===== config.mk =====
export PLATFORM = sky130hd
export DESIGN_NAME = tensor_reverse_address_gen_flat
export DESIGN_NICKNAME = d
export VERILOG_FILES = /design/src/rtl/trag_pkg.sv /design/src/rtl/trag_in_if.sv /design/src/rtl/trag_out_if.sv /design/src/rtl/trag_derive.sv /design/src/rtl/trag_walk.sv /design/src/rtl/tensor_reverse_address_gen.sv /design/src/flat_wrapper.sv
export SDC_FILE = /design/constraint.sdc
export NUM_CORES = 2
export LEC_CHECK = 0
export BUFFER_PORTS_ARGS = -buffer_cell sky130_fd_sc_hd__buf_2
export CAP_MARGIN = 20
export CORE_UTILIZATION = 65
export CTS_BUF_LIST = sky130_fd_sc_hd__clkbuf_2 sky130_fd_sc_hd__clkbuf_4 sky130_fd_sc_hd__clkbuf_8
export DETAILED_ROUTE_END_ITERATION = 16
export HOLD_SLACK_MARGIN = 0.12
export PLACE_DENSITY_LB_ADDON = 0.3
export SYNTH_ARGS = -nofsm -noshare
export SYNTH_HDL_FRONTEND = slang
export SYNTH_SLANG_ARGS = --single-unit

===== constraint.sdc =====
create_clock -name clk -period 11.5 [get_ports clk]
set_clock_uncertainty 0.2 [all_clocks]
set_input_delay 0.575 -clock clk [delete_from_list [all_inputs] [get_ports clk]]
set_output_delay 0.575 -clock clk [all_outputs]
set_load 0.1 [all_outputs]

===== src/rtl/trag_pkg.sv =====
// ---------------------------------------------------------------------------
// trag_pkg
// Shared constants, register codes and control types for the tensor
// reverse address generator.
// ---------------------------------------------------------------------------
package trag_pkg;

	localparam int MAX_DIMS_DEF  = 6;
	localparam int DIM_BITS_DEF  = 12;
	localparam int ADDR_BITS_DEF = 24;
	localparam int DATA_BITS_DEF = 32;

	localparam int SIZE_REGS  = 6;
	localparam int RANK_REG_W = 3;
	localparam int SIZE_REG_W = 13;
	localparam int MASK_W     = 6;
	localparam int CFG_IDX_W  = 3;
	localparam int CFG_DATA_W = 13;

	typedef enum logic [CFG_IDX_W-1:0] {
		REG_RANK = 3'd0,
		REG_DIM0 = 3'd1,
		REG_DIM1 = 3'd2,
		REG_DIM2 = 3'd3,
		REG_DIM3 = 3'd4,
		REG_DIM4 = 3'd5,
		REG_DIM5 = 3'd6,
		REG_MASK = 3'd7
	} cfg_reg_t;

	typedef struct packed {
		logic busy;
		logic clear;
	} trag_ctrl_t;

endpackage


===== src/rtl/trag_in_if.sv =====
// ---------------------------------------------------------------------------
// trag_in_if
// Element request channel: valid/ready with the raw element value.
// ---------------------------------------------------------------------------
interface trag_in_if #(
	parameter int DATA_BITS = 32
);
	logic                 valid;
	logic                 ready;
	logic [DATA_BITS-1:0] element_in;

	modport source (output valid, output element_in, input ready);
	modport sink (input valid, input element_in, output ready);
endinterface


===== src/rtl/trag_out_if.sv =====
// ---------------------------------------------------------------------------
// trag_out_if
// Result request channel: destination address, element and flags.
// ---------------------------------------------------------------------------
interface trag_out_if #(
	parameter int ADDR_BITS = 24,
	parameter int DATA_BITS = 32
);
	logic                 valid;
	logic                 ready;
	logic [ADDR_BITS-1:0] dest_addr;
	logic [DATA_BITS-1:0] element_out;
	logic                 last_element;
	logic                 too_large;

	modport source (output valid, output dest_addr, output element_out,
		output last_element, output too_large, input ready);
	modport sink (input valid, input dest_addr, input element_out,
		input last_element, input too_large, output ready);
endinterface


===== src/rtl/trag_derive.sv =====
// ---------------------------------------------------------------------------
// trag_derive
// Configuration registers and a sequencer that walks the dimensions from
// innermost to outermost, one multiply per dimension, to build the address
// step taken when each dimension advances, the start address and the
// overflow flag.
// ---------------------------------------------------------------------------
module trag_derive #(
	parameter int MAX_DIMS  = trag_pkg::MAX_DIMS_DEF,
	parameter int DIM_BITS  = trag_pkg::DIM_BITS_DEF,
	parameter int ADDR_BITS = trag_pkg::ADDR_BITS_DEF,
	localparam int RANK_W   = $clog2(MAX_DIMS + 1)
) (
	input  logic                            clk,
	input  logic                            arst_n,
	input  logic                            cfg_wr_en,
	input  logic [trag_pkg::CFG_IDX_W-1:0]  cfg_index,
	input  logic [trag_pkg::CFG_DATA_W-1:0] cfg_wr_data,
	output trag_pkg::trag_ctrl_t            ctrl,
	output logic [RANK_W-1:0]               eff_rank,
	output logic [DIM_BITS-1:0]             size_m1 [MAX_DIMS],
	output logic [ADDR_BITS-1:0]            delta [MAX_DIMS],
	output logic [ADDR_BITS-1:0]            base,
	output logic                            too_large
);
	import trag_pkg::*;

	localparam int DIM_IDX_W = (MAX_DIMS > 1) ? $clog2(MAX_DIMS) : 1;
	localparam int SZ_W      = DIM_BITS + 1;
	localparam int EXT_W     = (SZ_W > SIZE_REG_W) ? SZ_W : SIZE_REG_W;
	localparam int S_W       = ADDR_BITS + 1;
	localparam int PROD_W    = S_W + SZ_W;

	typedef enum logic [1:0] {S_IDLE, S_MUL, S_ACC} seq_state_t;

	logic [RANK_REG_W-1:0] rank_q;
	logic [SIZE_REG_W-1:0] size_q [SIZE_REGS];
	logic [MASK_W-1:0]     mask_q;

	logic [SZ_W-1:0]       eff_size [MAX_DIMS];
	logic                  rev_vec [MAX_DIMS];

	seq_state_t            state_q;
	logic [DIM_IDX_W-1:0]  dim_q;
	logic [S_W-1:0]        s_q;
	logic [PROD_W-1:0]     prod_q;
	logic                  ovf_q;
	logic [ADDR_BITS-1:0]  acc_q;
	logic [ADDR_BITS-1:0]  base_q;
	logic [ADDR_BITS-1:0]  delta_q [MAX_DIMS];

	logic                  active;
	logic                  rev;
	logic [ADDR_BITS-1:0]  stride;
	logic [ADDR_BITS-1:0]  span;

	always_ff @(posedge clk or negedge arst_n) begin
		if (!arst_n) begin
			rank_q <= RANK_REG_W'(1);
			for (int i = 0; i < SIZE_REGS; i++) begin
				size_q[i] <= SIZE_REG_W'(1);
			end
			mask_q <= '0;
		end else if (cfg_wr_en) begin
			unique case (cfg_reg_t'(cfg_index))
				REG_RANK: rank_q    <= cfg_wr_data[RANK_REG_W-1:0];
				REG_DIM0: size_q[0] <= cfg_wr_data[SIZE_REG_W-1:0];
				REG_DIM1: size_q[1] <= cfg_wr_data[SIZE_REG_W-1:0];
				REG_DIM2: size_q[2] <= cfg_wr_data[SIZE_REG_W-1:0];
				REG_DIM3: size_q[3] <= cfg_wr_data[SIZE_REG_W-1:0];
				REG_DIM4: size_q[4] <= cfg_wr_data[SIZE_REG_W-1:0];
				REG_DIM5: size_q[5] <= cfg_wr_data[SIZE_REG_W-1:0];
				REG_MASK: mask_q    <= cfg_wr_data[MASK_W-1:0];
			endcase
		end
	end

	always_comb begin
		if (rank_q == '0) begin
			eff_rank = RANK_W'(1);
		end else if ({1'b0, rank_q} > (RANK_REG_W + 1)'(MAX_DIMS)) begin
			eff_rank = RANK_W'(MAX_DIMS);
		end else begin
			eff_rank = RANK_W'(rank_q);
		end
	end

	for (genvar k = 0; k < MAX_DIMS; k++) begin : g_dim
		if (k < SIZE_REGS) begin : g_reg
			logic [EXT_W-1:0] v_ext;
			logic [EXT_W-1:0] lim;
			assign v_ext = EXT_W'(size_q[k]);
			assign lim   = EXT_W'(1) << DIM_BITS;
			assign eff_size[k] = (v_ext == '0) ? SZ_W'(1) :
				(v_ext > lim) ? SZ_W'(lim) : SZ_W'(v_ext);
		end else begin : g_one
			assign eff_size[k] = SZ_W'(1);
		end
		if (k < MASK_W) begin : g_mask
			assign rev_vec[k] = mask_q[k];
		end else begin : g_nomask
			assign rev_vec[k] = 1'b0;
		end
		assign size_m1[k] = DIM_BITS'(eff_size[k] - SZ_W'(1));
		assign delta[k]   = delta_q[k];
	end

	assign active = RANK_W'(dim_q) < eff_rank;
	assign rev    = rev_vec[dim_q];
	assign stride = s_q[ADDR_BITS-1:0];
	assign span   = prod_q[ADDR_BITS-1:0] - stride;

	always_ff @(posedge clk or negedge arst_n) begin
		if (!arst_n) begin
			state_q <= S_MUL;
			dim_q   <= DIM_IDX_W'(MAX_DIMS - 1);
			s_q     <= S_W'(1);
			ovf_q   <= 1'b0;
			acc_q   <= '0;
			base_q  <= '0;
		end else if (cfg_wr_en) begin
			state_q <= S_MUL;
			dim_q   <= DIM_IDX_W'(MAX_DIMS - 1);
			s_q     <= S_W'(1);
			ovf_q   <= 1'b0;
			acc_q   <= '0;
			base_q  <= '0;
		end else begin
			unique case (state_q)
				S_IDLE: begin
				end
				S_MUL: begin
					state_q <= S_ACC;
				end
				S_ACC: begin
					if (active) begin
						acc_q  <= rev ? acc_q + span : acc_q - span;
						base_q <= rev ? base_q + span : base_q;
						s_q    <= prod_q[S_W-1:0];
						ovf_q  <= ovf_q | (prod_q > (PROD_W'(1) << ADDR_BITS));
					end
					if (dim_q == '0) begin
						state_q <= S_IDLE;
					end else begin
						dim_q   <= dim_q - DIM_IDX_W'(1);
						state_q <= S_MUL;
					end
				end
				default: state_q <= S_IDLE;
			endcase
		end
	end

	always_ff @(posedge clk) begin
		if (state_q == S_MUL) begin
			prod_q <= PROD_W'(s_q) * PROD_W'(eff_size[dim_q]);
		end
		if (state_q == S_ACC && !cfg_wr_en) begin
			delta_q[dim_q] <= active ? ((rev ? -stride : stride) + acc_q) : '0;
		end
	end

	assign ctrl.busy  = state_q != S_IDLE;
	assign ctrl.clear = cfg_wr_en;
	assign base       = base_q;
	assign too_large  = ovf_q;

endmodule


===== src/rtl/trag_walk.sv =====
// ---------------------------------------------------------------------------
// trag_walk
// Coordinate counters and running destination address. Each accepted
// element advances the innermost dimension that has not reached its end
// and adds that dimension's address step; after the last element the walk restarts.
// ---------------------------------------------------------------------------
module trag_walk #(
	parameter int MAX_DIMS  = trag_pkg::MAX_DIMS_DEF,
	parameter int DIM_BITS  = trag_pkg::DIM_BITS_DEF,
	parameter int ADDR_BITS = trag_pkg::ADDR_BITS_DEF,
	localparam int RANK_W   = $clog2(MAX_DIMS + 1)
) (
	input  logic                 clk,
	input  logic                 arst_n,
	input  trag_pkg::trag_ctrl_t ctrl,
	input  logic                 advance,
	input  logic [RANK_W-1:0]    eff_rank,
	input  logic [DIM_BITS-1:0]  size_m1 [MAX_DIMS],
	input  logic [ADDR_BITS-1:0] delta [MAX_DIMS],
	input  logic [ADDR_BITS-1:0] base,
	output logic [ADDR_BITS-1:0] cur_addr,
	output logic                 cur_last
);
	import trag_pkg::*;

	localparam int DIM_IDX_W = (MAX_DIMS > 1) ? $clog2(MAX_DIMS) : 1;

	logic [DIM_BITS-1:0]  coord_q [MAX_DIMS];
	logic [ADDR_BITS-1:0] addr_q;
	logic                 fresh_q;

	logic                 at_max [MAX_DIMS];
	logic                 hit;
	logic [DIM_IDX_W-1:0] step_dim;

	always_comb begin
		hit      = 1'b0;
		step_dim = '0;
		for (int k = 0; k < MAX_DIMS; k++) begin
			at_max[k] = (RANK_W'(k) >= eff_rank) || (coord_q[k] == size_m1[k]);
			if (!at_max[k]) begin
				hit      = 1'b1;
				step_dim = DIM_IDX_W'(k);
			end
		end
	end

	assign cur_addr = fresh_q ? base : addr_q;
	assign cur_last = !hit;

	always_ff @(posedge clk or negedge arst_n) begin
		if (!arst_n) begin
			for (int k = 0; k < MAX_DIMS; k++) begin
				coord_q[k] <= '0;
			end
			fresh_q <= 1'b1;
		end else if (ctrl.clear) begin
			for (int k = 0; k < MAX_DIMS; k++) begin
				coord_q[k] <= '0;
			end
			fresh_q <= 1'b1;
		end else if (advance) begin
			for (int k = 0; k < MAX_DIMS; k++) begin
				if (!hit || DIM_IDX_W'(k) > step_dim) begin
					coord_q[k] <= '0;
				end else if (DIM_IDX_W'(k) == step_dim) begin
					coord_q[k] <= coord_q[k] + DIM_BITS'(1);
				end
			end
			fresh_q <= !hit;
		end
	end

	always_ff @(posedge clk) begin
		if (advance && hit) begin
			addr_q <= cur_addr + delta[step_dim];
		end
	end

endmodule


===== src/rtl/tensor_reverse_address_gen.sv =====
// ---------------------------------------------------------------------------
// tensor_reverse_address_gen
// Destination address generator for reversing a tensor along a set of axes.
//
//   channel   dir   payload                                         width
//   data_in   in    element_in                                      DATA_BITS
//   result    out   dest_addr, element_out, last_element, too_large A+D+2
//   cfg       in    cfg_wr_en, cfg_index, cfg_wr_data               1+3+13
//
// One element per cycle while ready; result in the cycle after its request.
// The result register frees itself when taken, so data_in stays ready while
// result.ready is high, or while the register is empty.
// After reset and every register write the step sequencer does one multiply
// per dimension in S_MUL, then S_ACC; data_in is not ready then.
// A register write restarts the coordinates at the first element.
// ---------------------------------------------------------------------------
module tensor_reverse_address_gen #(
	parameter int MAX_DIMS  = trag_pkg::MAX_DIMS_DEF,
	parameter int DIM_BITS  = trag_pkg::DIM_BITS_DEF,
	parameter int ADDR_BITS = trag_pkg::ADDR_BITS_DEF,
	parameter int DATA_BITS = trag_pkg::DATA_BITS_DEF
) (
	input  logic                            clk,
	input  logic                            arst_n,
	trag_in_if.sink                         data_in,
	trag_out_if.source                      result,
	input  logic                            cfg_wr_en,
	input  logic [trag_pkg::CFG_IDX_W-1:0]  cfg_index,
	input  logic [trag_pkg::CFG_DATA_W-1:0] cfg_wr_data
);
	import trag_pkg::*;

	localparam int RANK_W = $clog2(MAX_DIMS + 1);

	trag_ctrl_t           ctrl;
	logic [RANK_W-1:0]    eff_rank;
	logic [DIM_BITS-1:0]  size_m1 [MAX_DIMS];
	logic [ADDR_BITS-1:0] delta [MAX_DIMS];
	logic [ADDR_BITS-1:0] base;
	logic                 too_large;
	logic [ADDR_BITS-1:0] cur_addr;
	logic                 cur_last;
	logic                 accept;

	logic                 valid_s1;
	logic [ADDR_BITS-1:0] addr_s1;
	logic [DATA_BITS-1:0] elem_s1;
	logic                 last_s1;
	logic                 large_s1;

	trag_derive #(
		.MAX_DIMS  (MAX_DIMS),
		.DIM_BITS  (DIM_BITS),
		.ADDR_BITS (ADDR_BITS)
	) u_derive (
		.clk         (clk),
		.arst_n      (arst_n),
		.cfg_wr_en   (cfg_wr_en),
		.cfg_index   (cfg_index),
		.cfg_wr_data (cfg_wr_data),
		.ctrl        (ctrl),
		.eff_rank    (eff_rank),
		.size_m1     (size_m1),
		.delta       (delta),
		.base        (base),
		.too_large   (too_large)
	);

	trag_walk #(
		.MAX_DIMS  (MAX_DIMS),
		.DIM_BITS  (DIM_BITS),
		.ADDR_BITS (ADDR_BITS)
	) u_walk (
		.clk      (clk),
		.arst_n   (arst_n),
		.ctrl     (ctrl),
		.advance  (accept),
		.eff_rank (eff_rank),
		.size_m1  (size_m1),
		.delta    (delta),
		.base     (base),
		.cur_addr (cur_addr),
		.cur_last (cur_last)
	);

	assign data_in.ready = !ctrl.busy && (!valid_s1 || result.ready);
	assign accept        = data_in.valid && data_in.ready;

	always_ff @(posedge clk or negedge arst_n) begin
		if (!arst_n) begin
			valid_s1 <= 1'b0;
		end else if (accept) begin
			valid_s1 <= 1'b1;
		end else if (result.ready) begin
			valid_s1 <= 1'b0;
		end
	end

	always_ff @(posedge clk) begin
		if (accept) begin
			addr_s1  <= cur_addr;
			elem_s1  <= data_in.element_in;
			last_s1  <= cur_last;
			large_s1 <= too_large;
		end
	end

	assign result.valid        = valid_s1;
	assign result.dest_addr    = addr_s1;
	assign result.element_out  = elem_s1;
	assign result.last_element = last_s1;
	assign result.too_large    = large_s1;

endmodule


===== src/flat_wrapper.sv =====
// flat-port wrapper written by rule: the top's interface ports become plain ports
module tensor_reverse_address_gen_flat import trag_pkg::*;
#(
	parameter int MAX_DIMS  = trag_pkg::MAX_DIMS_DEF,
	parameter int DIM_BITS  = trag_pkg::DIM_BITS_DEF,
	parameter int ADDR_BITS = trag_pkg::ADDR_BITS_DEF,
	parameter int DATA_BITS = trag_pkg::DATA_BITS_DEF
)
  (clk, arst_n, cfg_wr_en, cfg_index, cfg_wr_data, data_in_valid, data_in_element_in, data_in_ready, result_valid, result_dest_addr, result_element_out, result_last_element, result_too_large, result_ready);
  trag_in_if #(.DATA_BITS(DATA_BITS)) data_in_i ();
  trag_out_if #(.ADDR_BITS(ADDR_BITS), .DATA_BITS(DATA_BITS)) result_i ();
  input  logic clk;
  input  logic arst_n;
  input  logic cfg_wr_en;
  input  logic [trag_pkg::CFG_IDX_W-1:0] cfg_index;
  input  logic [trag_pkg::CFG_DATA_W-1:0] cfg_wr_data;
  input wire logic [$bits(data_in_i.valid)-1:0] data_in_valid;
  input wire logic [$bits(data_in_i.element_in)-1:0] data_in_element_in;
  output wire logic [$bits(data_in_i.ready)-1:0] data_in_ready;
  output wire logic [$bits(result_i.valid)-1:0] result_valid;
  output wire logic [$bits(result_i.dest_addr)-1:0] result_dest_addr;
  output wire logic [$bits(result_i.element_out)-1:0] result_element_out;
  output wire logic [$bits(result_i.last_element)-1:0] result_last_element;
  output wire logic [$bits(result_i.too_large)-1:0] result_too_large;
  input wire logic [$bits(result_i.ready)-1:0] result_ready;
  assign data_in_i.valid = data_in_valid;
  assign data_in_i.element_in = data_in_element_in;
  assign data_in_ready = data_in_i.ready;
  assign result_valid = result_i.valid;
  assign result_dest_addr = result_i.dest_addr;
  assign result_element_out = result_i.element_out;
  assign result_last_element = result_i.last_element;
  assign result_too_large = result_i.too_large;
  assign result_i.ready = result_ready;
  tensor_reverse_address_gen #(.MAX_DIMS(MAX_DIMS), .DIM_BITS(DIM_BITS), .ADDR_BITS(ADDR_BITS), .DATA_BITS(DATA_BITS)) u_core (.clk(clk), .arst_n(arst_n), .data_in(data_in_i), .result(result_i), .cfg_wr_en(cfg_wr_en), .cfg_index(cfg_index), .cfg_wr_data(cfg_wr_data));
endmodule

Word-level counts from Yosys, hierarchy flattened
Memory sizes are Yosys's and may differ from the RTL's.
Cells that the tools add are included.
{"block": "word_totals", "mem_count": 1, "in_bits": 53, "ram_bits": 144, "output_inout_bits": 60, "register_bits": 360}
{"name": "u_core.u_derive.delta_q", "depth": 6, "width": 24, "rd": 6, "rd_ports_with_merged_regs": 0, "wr": 1, "line_no": "trag_derive.sv:50", "source": "logic [ADDR_BITS-1:0] delta_q [MAX_DIMS];"}
{"block": "op_classes", "n_lt_le_gt_ge": 23, "eq_ne": 22, "bitwise_logic": 3, "n_mul": 1, "n_reduce_logical": 61, "mux": 77, "n_addsub": 20}
{"op": "24-bit two-way mux", "count": 13}
{"op": "13-bit two-way mux", "count": 14}
{"op": "12-bit two-way mux", "count": 12}
{"op": "72-bit two-way mux", "count": 2}
{"op": "24-bit adder", "count": 4}
{"op": "13-bit greater-than comparator, second input constant", "count": 6}
{"op": "13-bit logical NOT", "count": 6}
{"op": "25-bit two-way mux", "count": 3}
{"op": "12-bit by 1-bit adder with 12-bit output, second input constant", "count": 6}
{"op": "24-bit binary-select mux with 3-bit select", "count": 1}
{"op": "12-bit == test", "count": 6}
{"op": "12-bit by 1-bit subtractor with 12-bit output, second input constant", "count": 6}
{"op": "24-bit subtractor", "count": 2}
{"op": "13-bit binary-select mux with 3-bit select", "count": 1}
{"op": "38-bit by 25-bit greater-than comparator with 1-bit output, second input constant", "count": 1}
{"op": "25-bit by 13-bit multiplier with 38-bit output", "count": 1}
{"op": "2-bit AND reduction", "count": 16}
{"op": "3-bit two-way mux", "count": 9}
{"op": "24-bit negation", "count": 1}
{"op": "1-bit two-way mux", "count": 19}
{"op": "3-bit nonzero test", "count": 6}
{"op": "1-bit logical OR", "count": 13}
{"op": "3-bit == test, second input constant", "count": 4}
{"op": "3-bit logical NOT", "count": 4}
{"op": "28 further kinds", "count": 51}

Longest topological paths before layout
{"block": "depth", "ltp_word": 17, "ltp_mapped": 35, "ltp_nobuf": 31}

Modules after synthesis
A second synthesis with hierarchy kept.
{"block": "hier_totals", "cells_unflattened": 3953, "area_unflattened_um2": 39409.0}
{"module": "trag_derive", "instances": 1, "area_each_um2": 29753.5, "cells_each": 3073}
{"module": "trag_walk", "instances": 1, "area_each_um2": 7855.0, "cells_each": 816}
{"module": "tensor_reverse_address_gen", "instances": 1, "area_each_um2": 1800.5, "cells_each": 64}

Least setup slack after synthesis
No wires, ideal clock.
{"block": "synth_path", "path_kind": "register to register", "startpoint": "register u_core.u_derive.size_q, in the netlist u_core.u_derive.g_dim[3].g_reg.v_ext[3]", "endpoint": "register u_core.u_walk.addr_q[23], data pin", "slack_ns": 3.705, "t_arrival_ns": 7.327, "required_ns": 11.032, "path_stages_with_launch": 35, "synth_period_minus_slack_ns": 7.795, "cell_sequence": "dfrtp_1 -> buf_6 -> nor3_1 -> and3_1 -> nand2_1 -> a21oi_1 -> inv_1 -> ha_1 -> xor2_1 -> o311ai_0 -> a2111oi_2 -> o2111ai_1 -> or4_4 -> o41ai_4 -> and3_1 -> buf_4 -> and2_4 -> buf_6 -> clkbuf_1 -> nand2_1 -> o21ai_0 -> a211oi_1 -> ha_1 -> a21o_1 -> a21oi_1 -> o21ai_0 -> o2111a_1 -> or3_1 -> o31a_1 -> a41o_1 -> o41ai_1 -> o21ai_0 -> o31ai_1 -> a21oi_1 -> xnor3_1"}
{"block": "synth_via", "elab_chain_len": 14, "elab_cells_between_ends": 15, "cone_classes": "add/sub: 2; order compare: 1; eq/ne: 1; mux: 8; bitwise: 1; reduce/logical: 2"}
{"item": "start: declaration", "line_no": "trag_derive.sv:37", "source": "logic [SIZE_REG_W-1:0] size_q [SIZE_REGS];"}
{"item": "13-bit greater-than comparator", "line_no": "trag_derive.sv:95", "source": "(v_ext > lim) ? SZ_W'(lim) : SZ_W'(v_ext);"}
{"item": "13-bit two-way mux", "line_no": "trag_derive.sv:95"}
{"item": "13-bit two-way mux *", "line_no": "trag_derive.sv:94", "source": "assign eff_size[k] = (v_ext == '0) ? SZ_W'(1) :"}
{"item": "12-bit by 1-bit subtractor with 12-bit output *", "line_no": "trag_derive.sv:104", "source": "assign size_m1[k] = DIM_BITS'(eff_size[k] - SZ_W'(1));"}
{"item": "12-bit == test *", "line_no": "trag_walk.sv:40", "source": "at_max[k] = (RANK_W'(k) >= eff_rank) || (coord_q[k] == size_m1[k]);"}
{"item": "1-bit logical OR *", "line_no": "trag_walk.sv:40"}
{"item": "3-bit two-way mux * (3 in series)", "line_no": "trag_walk.sv:41", "source": "if (!at_max[k]) begin"}
{"item": "3-bit inverter with 4-bit output (implied by the code) *", "line_no": "trag_walk.sv:76", "source": "addr_q <= cur_addr + delta[step_dim];"}
{"item": "24-bit binary-select mux with 3-bit select *", "line_no": "trag_walk.sv:76"}
{"item": "24-bit two-way mux (implied by the code) * (2 in series)", "line_no": "trag_walk.sv:76"}
{"item": "24-bit adder *", "line_no": "trag_walk.sv:76"}
{"item": "end signal: assignment", "line_no": "trag_walk.sv:76"}
{"item": "end: declaration", "line_no": "trag_walk.sv:29", "source": "logic [ADDR_BITS-1:0] addr_q;"}
Mark *: on every way between the ends. The rest lies on a longest branch, timed or not. The select of a mux whose other input is x is not followed.
A chain may end at the register's enable or synchronous reset.

Worst setup path after layout
{"block": "layout_path", "startpoint": "register u_core.u_derive.size_q, in the netlist u_core.u_derive.g_dim[3].g_reg.v_ext[4]", "endpoint": "register u_core.u_walk.addr_q[23], data pin"}
Same word-level chain as after synthesis.

==> impl_metrics.yaml <==
floorplan:
  dieHeight_um: 249
  dieArea_sq_mm: 0.0621
  core.rowCount: 90
  die_w_um: 249
  io_pins: 113
  start_util_pct: 65.8
  coreArea_sq_mm: 0.0604
detailed_routing:
  drt_iter0_drc: 3140
  drt_pass1_iterations: 5
  vias_per_cell: 6.27
  ant_nets: 0
  wire_per_inst_um: 21.3
  vias: 31800
  drc_errors: 0
  routed_wl_um: 108000
sta:
  hold_ws_ns: 0.161
  final_max_slew_viol_count: 0
  setup_tns_ns: 0
  min_period_over_period_pct: 84.1
  fmax_ghz: 0.103
  rsz0062_at_grt: "false"
  finalWorstSetupSlack_ns: 1.82
  slew_headroom_pct: 25.4
  setup_viol: 0
  final.min_clock_period_ns: 9.68
  tightest_slew_ns: 1.12
  hold_violations: 0
cts:
  htreeDepth: 3
  clock_sinks: 504
  clock_path_buffers: 3
  cts_setup_buffers: 0
  cts-root-buf: "clkbuf_8"
  tritoncts: "yes"
  clk_pin_slew_ns: 0.07
  cts-buffers-inserted: 86
  clkLatencyLatePin_ns: 0.73
global_route:
  grt_max_degree: 74
  grt_pass1_vias: 30900
  antenna_found_initial: 1
  grt_pass1_wl_um: 171000
  overflow: 0
  grt_usage_pct: 35.1
setup_path:
  path_buf_inv: 1
  slowest_delay_ns: 0.74
  required_ns: 11.75
  arrival_ns: 9.93
  cp_top_family: "compound AO/OA/AOI/OAI gates"
  slowest_stage: "o41ai_4"
  crit_fanout: 23
  worst-r2r-setup-slack_ns: 1.82
  critPathKind: "reg2reg"
  start_kind: "flip-flop"
  cp-end-kind: "flip-flop"
yosys:
  synth_area_sq_mm: 0.0397
  synth_seq_cells: 504
  synth_nets: 4636
  avgSynthCellArea_sq_um: 9.67
  yosysWarningCount: 0
  synth_cell_types: 100
  synth-edff-count: 264
  synth_flop_cell: "edfxtp_1"
  postSynthCellCount: 4109
  ys_seq_area_share_pct: 35.1
  synth-async-reset-ratio_pct: 47.6
place:
  gp_congestion: 0.992
  post_dp_cell_area_sq_mm: 0.0410
  hpwl_um: 76300
  io_buffers: 112
  dpl_worst_slack_ns: 2.13
status:
  status: "complete, no violations"
power:
  p_per_area_mw_per_mm2: 145
  p_leak_nw: 19.1
  peakVddDrop_mv: 0.100
  total_power_mw: 6.30
min_path:
  min_path_type: "in2async"
flow_run:
  maxCapViolCount: 0
finish:
  drive_gt1_share_pct: 11.2
  area_growth_pct: 9.47
  fin_nets: 4738
  fillers: 4335
  final_area_sq_mm: 0.0435
[final cells by class]
| cell class | instances | area (sq um) | share of cell area, % |
|---|---|---|---|
| clock inverter | 48 | 532 | 1.22 |
| timing repair buffer | 205 | 1390 | 3.20 |
| clock buffer | 114 | 1460 | 3.35 |
| multi-input combinational | 3001 | 23600 | 54.3 |
| sequential | 504 | 13900 | 32.1 |
| antenna | 1 | 2.50 | 0.00575 |
| tap | 782 | 978 | 2.25 |
| inverter | 413 | 1550 | 3.56 |
[worst register-to-register path, delay by kind of cell, from the launching register on]
kind | cells | cell delay, ns
adders and majority gates | 2 | 0.70
AOI/OAI and AO/OA | 17 | 4.80
xor gates and xnor gates | 2 | 0.34
buffers and inverters | 1 | 0.13
DFF | 1 | 0.45
and+or+nand+nor | 7 | 2.82
[registers in the layout (all words and copies together) (netlist names), 2 cells and up]
name and count:
u_core.u_derive.mask_q 6, u_core.u_derive.acc_q 24, u_core.result.element_out 32, u_core.u_derive.rank_q 3, u_core.u_derive.delta_q 144, u_core.u_derive.state_q 2
u_core.result.dest_addr 24, u_core.u_walk.addr_q 24, u_core.u_derive.base 24, u_core.u_derive.s_q 25, u_core.u_derive.prod_q 38, u_core.u_walk.coord_q 72
u_core.u_derive.g_dim.g_reg.v_ext 78, u_core.u_derive.dim_q 3
[cells by family after synthesis]
family	synth area share, %
AO/OA/AOI/OAI	13.0
XOR/XNOR	5.78
flip-flops	35.1
AND/OR/NAND/NOR	16.4
multiplexers	4.04
adder cells (fa/ha/maj)	19.8
buffers and inverters	5.78
[repair_timing]
item	CTS	global route
gates resized for setup	0	0
hold buffers	50	0
hold endpoints to repair	142	0
[through the flow]
stage | util [%] | cells
2_1_floorplan | - | 4109
3_3_place_gp | 67.9 | 4855
3_5_place_dp | 67.9 | 4855
4_1_cts | 72.1 | 5067
5_1_grt | 72.1 | 5068
6_report | 72.1 | 5068
[cells in the final DEF (no fill, tap or decap), types with 96 or more instances in the layout]
cell type	synthesis	routed
fa_1	258	258
ha_1	216	216
and2_1	125	125
a21oi_1	175	175
mux2_2	105	105
buf_2	4	111
edfxtp_1	264	264
nor2_1	277	270
o21ai_0	215	214
xor2_1	97	97
inv_1	411	410
nand2_1	417	417
dfrtp_1	228	228
clkbuf_8	0	96
nor3_1	116	114
xnor2_1	160	160
[cell usage after synthesis (14+ instances only)]
cell type  instances  area share [%]
nor2b_1           36            0.57
nand4_1           18            0.28
o21ai_0          215             2.7
a22o_1            36            0.79
xnor2_1          160             3.5
nor4_1            42            0.66
or3_1             36            0.57
fa_1             258              13
dfrtp_1          228              14
and3_1            45            0.71
a31oi_1           29            0.46
nor3b_1           21            0.40
o31ai_1           28            0.53
a211oi_1          40            0.76
a21oi_1          175             2.2
nand3_1           76            0.96
nor2_1           277             2.6
and2_1           125             2.0
ha_1             216             6.8
clkbuf_1         172             1.6
xor2_1            97             2.1
nor3_1           116             1.5
nand2b_1          44            0.69
or4_1             14            0.26
a21o_1            43            0.81
o21bai_1          14            0.26
mux2i_1           39            0.98
edfxtp_1         264              20
o22ai_1           37            0.58
nand2_1          417             3.9
o21a_1            32            0.60
inv_1            411             3.9
mux2_2           105             3.0
[power by group]
group          internal [mW]  switching, mW  total, mW
combinational          0.804           1.35       2.15
clock                   1.05          0.831       1.88
sequential              2.08          0.187       2.27
[final timing paths]
| path | end | startpoint | cells after the start |
|---|---|---|---|
| hold / removal | u_core.u_derive.acc_q[9]$_DFFE_PN0P_ | arst_n | 2 |
| max in group asynchronous | u_core.u_walk.coord_q[18]$_DFFE_PN0P_ | arst_n | 4 |
| min in group clk | u_core.u_derive.rank_q[1]$_DFFE_PN0P_ | cfg_index[0] | 3 |
| hold reg to reg | u_core.u_derive.mask_q[3]$_DFFE_PN0P_ | u_core.u_derive.mask_q[3]$_DFFE_PN0P_ | 1 |
| setup reg to reg | u_core.u_walk.addr_q[23]$_DFFE_PP_ | u_core.u_derive.g_dim[3].g_reg.v_ext[4]$_DFFE_PN0P_ | 29 |
| setup / recovery | u_core.u_walk.addr_q[23]$_DFFE_PP_ | u_core.u_derive.g_dim[3].g_reg.v_ext[4]$_DFFE_PN0P_ | 29 |
[per-layer routing]
metal	GRT usage (%)	share of wire (%)	wire length, um	up-vias
met5	0	0	0	-
met4	15.9	4.5	4900	0
met3	6.15	9.5	10300	293
met2	54.6	45	49000	1536
met1	48.5	41	44000	15500
li1	-	-	-	14500
Power figures use the tool's default switching activity.
